**src/design/kteq_pkg.sv**
```systemverilog
// Package for the keypad and trackball event qualifier.
// Holds event codes, register indexes, key codes, reset values and the
// structs passed between modules. No dependencies.
package kteq_pkg;

  localparam int TimeW  = 32;
  localparam int MsW    = 10;
  localparam int StepW  = 7;
  localparam int PinW   = 5;
  localparam int PinClk = 4;

  typedef enum logic [3:0] {
    EV_NONE   = 4'd0,
    EV_CHAR   = 4'd1,
    EV_OK     = 4'd2,
    EV_BACK   = 4'd3,
    EV_UP     = 4'd4,
    EV_DOWN   = 4'd5,
    EV_LEFT   = 4'd6,
    EV_RIGHT  = 4'd7,
    EV_CURSOR = 4'd8
  } event_t;

  typedef enum logic [2:0] {
    REG_TEXT_ENTRY   = 3'd0,
    REG_RIGHT_HANDED = 3'd1,
    REG_CURSOR_MODE  = 3'd2,
    REG_KEY_POLL     = 3'd3,
    REG_CLICK_HOLD   = 3'd4,
    REG_NAV_HOLD     = 3'd5,
    REG_CURSOR_STEP  = 3'd6
  } cfg_reg_t;

  localparam logic [7:0] KEY_NUL   = 8'h00;
  localparam logic [7:0] KEY_NOKEY = 8'hFF;
  localparam logic [7:0] KEY_BS    = 8'h08;
  localparam logic [7:0] KEY_LF    = 8'h0A;
  localparam logic [7:0] KEY_CR    = 8'h0D;
  localparam logic [7:0] KEY_ESC   = 8'h1B;
  localparam logic [7:0] KEY_SPACE = 8'h20;
  localparam logic [7:0] KEY_DEL   = 8'h7F;
  localparam logic [7:0] KEY_LEFT  = 8'hB4;
  localparam logic [7:0] KEY_DOWN  = 8'hB5;
  localparam logic [7:0] KEY_UP    = 8'hB6;
  localparam logic [7:0] KEY_RIGHT = 8'hB7;

  // lower-case letter codes for the arrow keys
  localparam logic [7:0] KEY_LC_W  = 8'h77;
  localparam logic [7:0] KEY_LC_A  = 8'h61;
  localparam logic [7:0] KEY_LC_S  = 8'h73;
  localparam logic [7:0] KEY_LC_D  = 8'h64;
  localparam logic [7:0] KEY_LC_I  = 8'h69;
  localparam logic [7:0] KEY_LC_J  = 8'h6A;
  localparam logic [7:0] KEY_LC_K  = 8'h6B;
  localparam logic [7:0] KEY_LC_L  = 8'h6C;

  localparam logic [MsW-1:0]   KEY_POLL_RST   = 10'd50;
  localparam logic [MsW-1:0]   CLICK_HOLD_RST = 10'd80;
  localparam logic [MsW-1:0]   NAV_HOLD_RST   = 10'd30;
  localparam logic [StepW-1:0] STEP_RST       = 7'd4;
  localparam logic [PinW-1:0]  LEVELS_IDLE    = 5'h1F;

  typedef struct packed {
    logic             text_entry_mode;
    logic             right_handed;
    logic             cursor_mode;
    logic [MsW-1:0]   key_poll_ms;
    logic [MsW-1:0]   click_holdoff_ms;
    logic [MsW-1:0]   nav_holdoff_ms;
    logic [StepW-1:0] cursor_step;
  } cfg_t;

  typedef struct packed {
    logic [TimeW-1:0] now_ms;
    logic             key_valid;
    logic [7:0]       key_byte;
    logic [PinW-1:0]  ball_levels;
  } item_t;

  typedef struct packed {
    event_t      event_res;
    logic [7:0]  key_char;
    logic signed [7:0] cursor_dx;
    logic signed [7:0] cursor_dy;
    logic        key_taken;
  } res_t;

endpackage

```
**src/design/keypad_trackball_event_qualifier.sv**
```systemverilog
// Top level of the keypad and trackball event qualifier: config registers,
// input register, result register. Depends on kteq_pkg and kteq_core.
//
// Usage: each poll is one item on the in_ stream; exactly one result item
// per poll leaves on the out_ stream, in order. The input tdata carries the
// poll time, the keyboard byte and the five active-low trackball levels;
// in_tuser flags that the keyboard offers a byte. The result carries the
// event code, the keyboard byte, the signed cursor step and key_taken.
// An accepted item is evaluated against the timing state combinationally,
// and its result is registered in the result register behind out_tvalid.
// Throughput: one item per clock while the receiver does not stall; the poll
// evaluation is one register stage of compare-and-update logic, so state
// written by one item is seen by the next one.
// Reset (rst_n low, synchronous): both streams empty, registers back to
// their defaults, all stored times zero and all pins released.
// When the receiver stalls, the result holds, the input register still
// fills, and in_tready drops once both are full.
// Configuration writes are taken on any cycle cfg_we is high; write only
// while the block is idle.
module keypad_trackball_event_qualifier (
  input  logic        clk,
  input  logic        rst_n,
  input  logic        in_tvalid,
  output logic        in_tready,
  input  logic [47:0] in_tdata,   // now_ms[31:0], key_byte[39:32], ball_levels[44:40]
  input  logic        in_tuser,   // key_valid
  output logic        out_tvalid,
  input  logic        out_tready,
  output logic [31:0] out_tdata,  // event_res[3:0], key_char[11:4], cursor_dx[19:12],
                                  // cursor_dy[27:20], key_taken[28]
  input  logic        cfg_we,
  input  logic [2:0]  cfg_addr,
  input  logic [9:0]  cfg_wdata
);
  import kteq_pkg::*;

  cfg_t  cfg_r;
  item_t item_r;
  res_t  res_r, res;
  logic  in_valid_r, out_valid_r;
  logic  advance;

  always_ff @(posedge clk) begin
    if (!rst_n) begin
      cfg_r.text_entry_mode  <= 1'b0;
      cfg_r.right_handed     <= 1'b0;
      cfg_r.cursor_mode      <= 1'b0;
      cfg_r.key_poll_ms      <= KEY_POLL_RST;
      cfg_r.click_holdoff_ms <= CLICK_HOLD_RST;
      cfg_r.nav_holdoff_ms   <= NAV_HOLD_RST;
      cfg_r.cursor_step      <= STEP_RST;
    end else if (cfg_we) begin
      case (cfg_addr)
        REG_TEXT_ENTRY:   cfg_r.text_entry_mode  <= cfg_wdata[0];
        REG_RIGHT_HANDED: cfg_r.right_handed     <= cfg_wdata[0];
        REG_CURSOR_MODE:  cfg_r.cursor_mode      <= cfg_wdata[0];
        REG_KEY_POLL:     cfg_r.key_poll_ms      <= cfg_wdata;
        REG_CLICK_HOLD:   cfg_r.click_holdoff_ms <= cfg_wdata;
        REG_NAV_HOLD:     cfg_r.nav_holdoff_ms   <= cfg_wdata;
        REG_CURSOR_STEP:  cfg_r.cursor_step      <= cfg_wdata[StepW-1:0];
        default: ;
      endcase
    end
  end

  assign advance   = in_valid_r && (!out_valid_r || out_tready);
  assign in_tready = !in_valid_r || advance;

  always_ff @(posedge clk) begin
    if (!rst_n) begin
      in_valid_r <= 1'b0;
    end else if (in_tready) begin
      in_valid_r <= in_tvalid;
    end
  end

  always_ff @(posedge clk) begin
    if (in_tready && in_tvalid) begin
      item_r.now_ms      <= in_tdata[31:0];
      item_r.key_valid   <= in_tuser;
      item_r.key_byte    <= in_tdata[39:32];
      item_r.ball_levels <= in_tdata[44:40];
    end
  end

  kteq_core u_core (
    .clk     (clk),
    .rst_n   (rst_n),
    .cfg     (cfg_r),
    .item    (item_r),
    .advance (advance),
    .res     (res)
  );

  always_ff @(posedge clk) begin
    if (!rst_n) begin
      out_valid_r <= 1'b0;
    end else if (advance) begin
      out_valid_r <= 1'b1;
    end else if (out_tready) begin
      out_valid_r <= 1'b0;
    end
  end

  always_ff @(posedge clk) begin
    if (advance) begin
      res_r <= res;
    end
  end

  assign out_tvalid = out_valid_r;
  assign out_tdata  = {3'b000, res_r.key_taken, res_r.cursor_dy, res_r.cursor_dx,
                       res_r.key_char, res_r.event_res};

  a_advance_fills: assert property (@(posedge clk) disable iff (!rst_n)
    advance |=> out_valid_r)
    else $error("evaluated item did not reach the result register");

  a_reset_empty: assert property (@(posedge clk)
    !rst_n |=> !out_valid_r && !in_valid_r)
    else $error("streams not empty after reset");

  a_char_kind: assert property (@(posedge clk) disable iff (!rst_n)
    (out_valid_r && res_r.key_char != 8'd0) |->
      (res_r.event_res != EV_NONE && res_r.event_res != EV_CURSOR && res_r.key_taken))
    else $error("key byte on a non-keyboard result");

endmodule

```
**src/design/kteq_key_map.sv**
```systemverilog
// Keyboard byte to navigation event mapping.
// Depends on kteq_pkg.
module kteq_key_map (
  input  logic [7:0]      key_byte,
  input  logic            text_entry_mode,
  input  logic            right_handed,
  output kteq_pkg::event_t key_event
);
  import kteq_pkg::*;

  // lower-case fold, only compared against letters
  logic [7:0] folded;
  assign folded = key_byte | 8'h20;

  always_comb begin
    key_event = EV_CHAR;
    case (key_byte)
      KEY_LF, KEY_CR:           key_event = EV_OK;
      KEY_BS, KEY_DEL, KEY_ESC: key_event = EV_BACK;
      KEY_LEFT:                 key_event = EV_LEFT;
      KEY_DOWN:                 key_event = EV_DOWN;
      KEY_UP:                   key_event = EV_UP;
      KEY_RIGHT:                key_event = EV_RIGHT;
      default: begin
        if (text_entry_mode) begin
          key_event = EV_CHAR;
        end else if (key_byte == KEY_SPACE) begin
          key_event = EV_OK;
        end else if (right_handed) begin
          case (folded)
            KEY_LC_I: key_event = EV_UP;
            KEY_LC_K: key_event = EV_DOWN;
            KEY_LC_J: key_event = EV_LEFT;
            KEY_LC_L: key_event = EV_RIGHT;
            default:  key_event = EV_CHAR;
          endcase
        end else begin
          case (folded)
            KEY_LC_W: key_event = EV_UP;
            KEY_LC_S: key_event = EV_DOWN;
            KEY_LC_A: key_event = EV_LEFT;
            KEY_LC_D: key_event = EV_RIGHT;
            default:  key_event = EV_CHAR;
          endcase
        end
      end
    endcase
  end

endmodule

```
**src/design/kteq_core.sv**
```systemverilog
// Poll evaluation: timing state, key gate, click and arrow edge checks.
// Depends on kteq_pkg and kteq_key_map.
module kteq_core (
  input  logic            clk,
  input  logic            rst_n,
  input  kteq_pkg::cfg_t  cfg,
  input  kteq_pkg::item_t item,
  input  logic            advance,
  output kteq_pkg::res_t  res
);
  import kteq_pkg::*;

  logic [TimeW-1:0] last_key_time_r, last_key_time_nxt;
  logic [TimeW-1:0] last_click_time_r, last_click_time_nxt;
  logic [TimeW-1:0] last_nav_time_r, last_nav_time_nxt;
  logic [PinW-1:0]  last_levels_r, last_levels_nxt;

  logic [TimeW-1:0] key_el, click_el, nav_el;
  logic key_open, click_ok, nav_ok;
  logic key_hit, click_hit, scan, hit_any;
  logic [1:0] hit_idx;
  logic [7:0] step8;
  event_t key_event;

  kteq_key_map u_key_map (
    .key_byte        (item.key_byte),
    .text_entry_mode (cfg.text_entry_mode),
    .right_handed    (cfg.right_handed),
    .key_event       (key_event)
  );

  assign key_el   = item.now_ms - last_key_time_r;
  assign click_el = item.now_ms - last_click_time_r;
  assign nav_el   = item.now_ms - last_nav_time_r;
  assign key_open = key_el   > {{(TimeW-MsW){1'b0}}, cfg.key_poll_ms};
  assign click_ok = click_el > {{(TimeW-MsW){1'b0}}, cfg.click_holdoff_ms};
  assign nav_ok   = nav_el   > {{(TimeW-MsW){1'b0}}, cfg.nav_holdoff_ms};

  assign key_hit = key_open && item.key_valid &&
                   item.key_byte != KEY_NUL && item.key_byte != KEY_NOKEY;
  assign click_hit = !key_hit && !item.ball_levels[PinClk] &&
                     last_levels_r[PinClk] && click_ok;
  assign scan = !key_hit && !click_hit;
  assign step8 = {1'b0, cfg.cursor_step};

  // arrows in order up, right, down, left; pins past the hit stay as they are
  always_comb begin
    last_levels_nxt = last_levels_r;
    hit_any = 1'b0;
    hit_idx = 2'd0;
    if (!key_hit) begin
      last_levels_nxt[PinClk] = item.ball_levels[PinClk];
    end
    for (int i = 0; i < 4; i++) begin
      if (scan && !hit_any) begin
        last_levels_nxt[i] = item.ball_levels[i];
        if (last_levels_r[i] && !item.ball_levels[i] && nav_ok) begin
          hit_any = 1'b1;
          hit_idx = 2'(i);
        end
      end
    end
  end

  always_comb begin
    res.event_res = EV_NONE;
    res.key_char  = 8'd0;
    res.cursor_dx = 8'sd0;
    res.cursor_dy = 8'sd0;
    res.key_taken = key_open && item.key_valid;
    if (key_hit) begin
      res.event_res = key_event;
      res.key_char  = item.key_byte;
    end else if (click_hit) begin
      res.event_res = EV_OK;
    end else if (hit_any) begin
      if (cfg.cursor_mode) begin
        res.event_res = EV_CURSOR;
        case (hit_idx)
          2'd0:    res.cursor_dy = -$signed(step8);
          2'd1:    res.cursor_dx = $signed(step8);
          2'd2:    res.cursor_dy = $signed(step8);
          default: res.cursor_dx = -$signed(step8);
        endcase
      end else begin
        case (hit_idx)
          2'd0:    res.event_res = EV_UP;
          2'd1:    res.event_res = EV_RIGHT;
          2'd2:    res.event_res = EV_DOWN;
          default: res.event_res = EV_LEFT;
        endcase
      end
    end
  end

  assign last_key_time_nxt   = key_open  ? item.now_ms : last_key_time_r;
  assign last_click_time_nxt = click_hit ? item.now_ms : last_click_time_r;
  assign last_nav_time_nxt   = hit_any   ? item.now_ms : last_nav_time_r;

  always_ff @(posedge clk) begin
    if (!rst_n) begin
      last_key_time_r   <= '0;
      last_click_time_r <= '0;
      last_nav_time_r   <= '0;
      last_levels_r     <= LEVELS_IDLE;
    end else if (advance) begin
      last_key_time_r   <= last_key_time_nxt;
      last_click_time_r <= last_click_time_nxt;
      last_nav_time_r   <= last_nav_time_nxt;
      last_levels_r     <= last_levels_nxt;
    end
  end

  a_one_axis: assert property (@(posedge clk) disable iff (!rst_n)
    !(res.cursor_dx != 8'sd0 && res.cursor_dy != 8'sd0))
    else $error("cursor step on both axes");

  a_step_cursor: assert property (@(posedge clk) disable iff (!rst_n)
    (res.cursor_dx != 8'sd0 || res.cursor_dy != 8'sd0) |-> res.event_res == EV_CURSOR)
    else $error("cursor step without cursor event");

  a_key_time: assert property (@(posedge clk) disable iff (!rst_n)
    (advance && res.key_taken) |=> last_key_time_r == $past(item.now_ms))
    else $error("key read time not recorded");

endmodule
```
**config.mk**
```make
export PLATFORM = sky130hd
export DESIGN_NAME = keypad_trackball_event_qualifier
export DESIGN_NICKNAME = d
export VERILOG_FILES = /design/src/design/kteq_pkg.sv /design/src/design/keypad_trackball_event_qualifier.sv /design/src/design/kteq_key_map.sv /design/src/design/kteq_core.sv
export SDC_FILE = /design/constraint.sdc
export NUM_CORES = 1
export LEC_CHECK = 0
export ABC_AREA = 0
export BUFFER_PORTS_ARGS = -buffer_cell sky130_fd_sc_hd__buf_2
export CORE_ASPECT_RATIO = 1.4
export CORE_MARGIN = 5
export CORE_UTILIZATION = 60
export DETAILED_ROUTE_END_ITERATION = 16
export PLACE_DENSITY = 0.79
export REMOVE_ABC_BUFFERS = 1
export SYNTH_ARGS = -nofsm -noshare
export SYNTH_HDL_FRONTEND = slang
export SYNTH_SLANG_ARGS = --single-unit
```
**constraint.sdc**
```tcl
create_clock -name clk -period 7.01 [get_ports clk]
set_input_delay 0.3505 -clock clk [delete_from_list [all_inputs] [get_ports clk]]
set_output_delay 0.3505 -clock clk [all_outputs]
set_load 0.01 [all_outputs]
```
==> results.cfg <==
[grt]
antenna_found_initial = 0
overflow = 0
grt_pass1_wl_um = 73320
first_global_vias = 14710
grt_usage_pct = 29.81
grt_max_degree = 80

[worst_setup_path]
cp-start-kind = flip-flop
crit_required_ps = 7270
crit_type = flip-flop to flip-flop
cp_max_fo = 11
crit_path_end_kind = flip-flop
worstPathArrival_ps = 6800

[clock_network]
cts-htree-levels = 1
clkTransAtPathRegs_ps = 60
cts_sinks = 218
cts_root_buf = clkbuf_16
cts.path.max_buffers = 3
clk_latency_ps = 550
cts_tree = built
cts_buffers = 24

[placement]
place_ws_ps = 483.1
place_congestion = 0.9632
port_buffers = 94
hpwlAfterDp_um = 33510
placed_area_um2 = 16470

[finish]
regArea_um2 = 5115
drive_gt1_share_pct = 9.980
area_delta_synth_final_pct = 11.74
final_common_cell = nand2_1
final_util_pct = 67.90
multi_input_area_um2 = 9716
fill_cells = 2175
fin_area_um2 = 17720
fin_nets = 2224
layout_common_cells = 246 x nand2_1, 197 x a21oi_1, 158 x inv_1
antenna_cells = 0

[floorplan]
fp.dieW_um = 147.4
die_area_um2 = 29830
io_pins = 101
rows = 70
fp.dieH_um = 202.4
initial_utilization_pct = 60.76
core-area_um2 = 26100

[sta]
hold_viol_final = 0
rsz0062_at_grt = false
period_needed_ps = 6536
slew_viol_final = 0
max_freq_mhz = 153.0
setup_slack_ps = 474.0
fin_crit_sh_pct = 93.24
setup_tns_ps = 0
worst_slew_pin_slew_ps = 1204
setup_viol = 0
finalClockSkew_ps = 22.35
relSlewSlack_pct = 18.65

[synth]
synth_cells = 1942
syn_avg_cell_area_um2 = 8.166
synth_simple_gate_area_share_pct = 19.35
synth_edf_count = 75
yosys_warnings = 0
async_reset_ff_share_pct = 0
synthAdderAreaFrac_pct = 10.48
ys.flop_type = dfxtp_1
synth_cell_type_count = 93
synth_xor_area_share_pct = 3.037
synth.cell_area_um2 = 15860
synth_mux_area_share_pct = 5.617
synth_compound_area_share_pct = 22.60
synth-seq-cells = 218
yosysSeqAreaShare_pct = 32.25
synth_top_family_by_area = compound AO/OA/AOI/OAI gates

[routing]
firstDrtPassIters = 5
drt_iter0_markers = 966
vias = 14820
wire_per_inst_um = 19.01
via_per_inst = 6.259
drc = 0
wirelength_um = 45020
ant_nets = 0

[power_and_ir_drop]
vdd_drop_max_v = 0.0002218
p_per_area_nw_per_um2 = 198.1
p_leak_nw = 6.687

[min_path]
hold_path_class = input port to flip-flop

[flow_run]
drv_cap = 0

[outcome]
status = completed
## sequential cells by signal, summed over array words and instances, names as in the netlist
name                      count
out_tdata                    29
u_core.last_levels_r          5
u_core.last_key_time_r       32
in_valid_r                    1
u_core.last_nav_time_r       32
u_core.last_click_time_r     32
out_tvalid                    1
cfg_r                        40
item_r                       46
## layout make-up
class	count	share of cell area, %
Multi-Input combinational cell	1459	54.83
Sequential cell	218	28.86
Timing Repair Buffer	163	6.213
Clock buffer	26	3.488
Inverter	160	3.389
Tap cell	324	2.288
Clock inverter	18	0.9320
## stage by stage
step / power (mW) / hold slack [ps] / std cells
after detailed placement: 2.232 / 449.8 / 2277
after global placement: 2.215 / 442.4 / 2277
final: 3.510 / 29.63 / 2368
after CTS: 3.520 / 0.005912 / 2366
after floorplan: 1.997 / 422.3 / 1837
after global routing: 3.678 / 10.87 / 2368
## Yosys cell counts (7+ instances only)
| master | number | area (um^2) |
|---|---|---|
| and2_1 | 16 | 100.1 |
| a211oi_1 | 15 | 112.6 |
| a32oi_1 | 7 | 61.31 |
| and3_1 | 12 | 75.07 |
| xnor2_1 | 33 | 289.0 |
| o31ai_1 | 39 | 292.8 |
| o21ai_0 | 82 | 410.4 |
| a2111oi_0 | 7 | 61.31 |
| buf_2 | 7 | 35.03 |
| a211o_1 | 8 | 70.07 |
| a31oi_1 | 19 | 118.9 |
| nand2b_1 | 16 | 100.1 |
| nand3_1 | 29 | 145.1 |
| a21o_1 | 31 | 232.7 |
| or2_2 | 9 | 56.30 |
| edfxtp_1 | 75 | 2252 |
| nand4_1 | 64 | 400.4 |
| inv_1 | 158 | 593.1 |
| ha_1 | 128 | 1602 |
| a21oi_1 | 198 | 991.0 |
| nand2_1 | 246 | 923.4 |
| o211ai_1 | 36 | 270.3 |
| or3_1 | 14 | 87.58 |
| buf_4 | 7 | 52.55 |
| nor2b_1 | 18 | 112.6 |
| o2111ai_1 | 7 | 61.31 |
| mux2_2 | 8 | 90.09 |
| dfxtp_1 | 143 | 2863 |
| nor4_1 | 10 | 62.56 |
| a22oi_1 | 7 | 52.55 |
| mux2i_1 | 80 | 800.8 |
| nor2_1 | 128 | 480.5 |
| xor2_1 | 22 | 192.7 |
| o21bai_1 | 13 | 97.59 |
| nor3_1 | 40 | 200.2 |
| o21a_1 | 17 | 127.6 |
| clkbuf_1 | 89 | 334.1 |
## routing by layer
layer	wire length (um)	part of all wire, %	vias up	GRT usage (%)
met5	0	0	-	0
li1	-	-	7208	-
met1	17300	38	6924	33.18
met2	22510	50	535	54.38
met4	3063	6.8	0	18.12
met3	2140	4.8	155	2.938
## repair_timing
action / CTS / global route
hold buffers: 45 / 0
setup buffers: 0 / 2
resized for setup: 0 / 0
endpoints found under the hold margin: 45 / 0
endpoints found under the setup margin: 0 / 1
## worst paths after layout
check / start / endpoint / slack, ps / cells past startpoint
worst max-delay path: item_r[14]$_DFFE_PP_ / out_tdata[22]$_SDFFCE_PP0P_ / 470 / 24
worst min-delay path: in_tdata[3] / item_r[17]$_DFFE_PP_ / 30 / 1
worst max register to register: item_r[14]$_DFFE_PP_ / out_tdata[22]$_SDFFCE_PP0P_ / 470 / 24
worst min register to register: u_core.last_nav_time_r[9]$_SDFFE_PN0P_ / u_core.last_nav_time_r[9]$_SDFFE_PN0P_ / 460 / 2
## cell families (layout without fill, tap and decap cells)
| logic type | after synthesis | in the layout |
|---|---|---|
| fa+ha+maj | 131 | 131 |
| mux | 88 | 88 |
| flops | 218 | 218 |
| buf+inv | 267 | 367 |
| xor+xnor | 55 | 55 |
| other cells | 1 | 3 |
| compound gates | 545 | 545 |
| simple gates | 637 | 637 |
## worst max-delay path, stage by stage (launching register included)
cell	delay, ps
edfxtp_1	460
inv_1	180
ha_1	180
inv_1	50
fa_1	400
a21o_1	210
a221oi_1	410
o21ai_0	200
xor2_1	180
ha_1	300
o21ai_0	190
nand2b_1	70
o31ai_1	70
a31oi_1	110
a311o_1	340
a2111oi_0	410
nand4_1	150
nor4_1	480
nor3b_2	220
or4b_4	560
or2_2	300
ha_1	340
a21o_1	240
a22oi_1	150
nor3_1	60
## power by group
part / switching (mW) / leakage (nW) / total, mW / internal, mW
combinational: 0.508 / 4.42 / 0.834 / 0.326
sequential: 0.0494 / 1.89 / 1.41 / 1.36
clock: 0.552 / 0.378 / 1.27 / 0.716
total: 1.11 / 6.69 / 3.51 / 2.40
(Power assumes the default switching activity.)
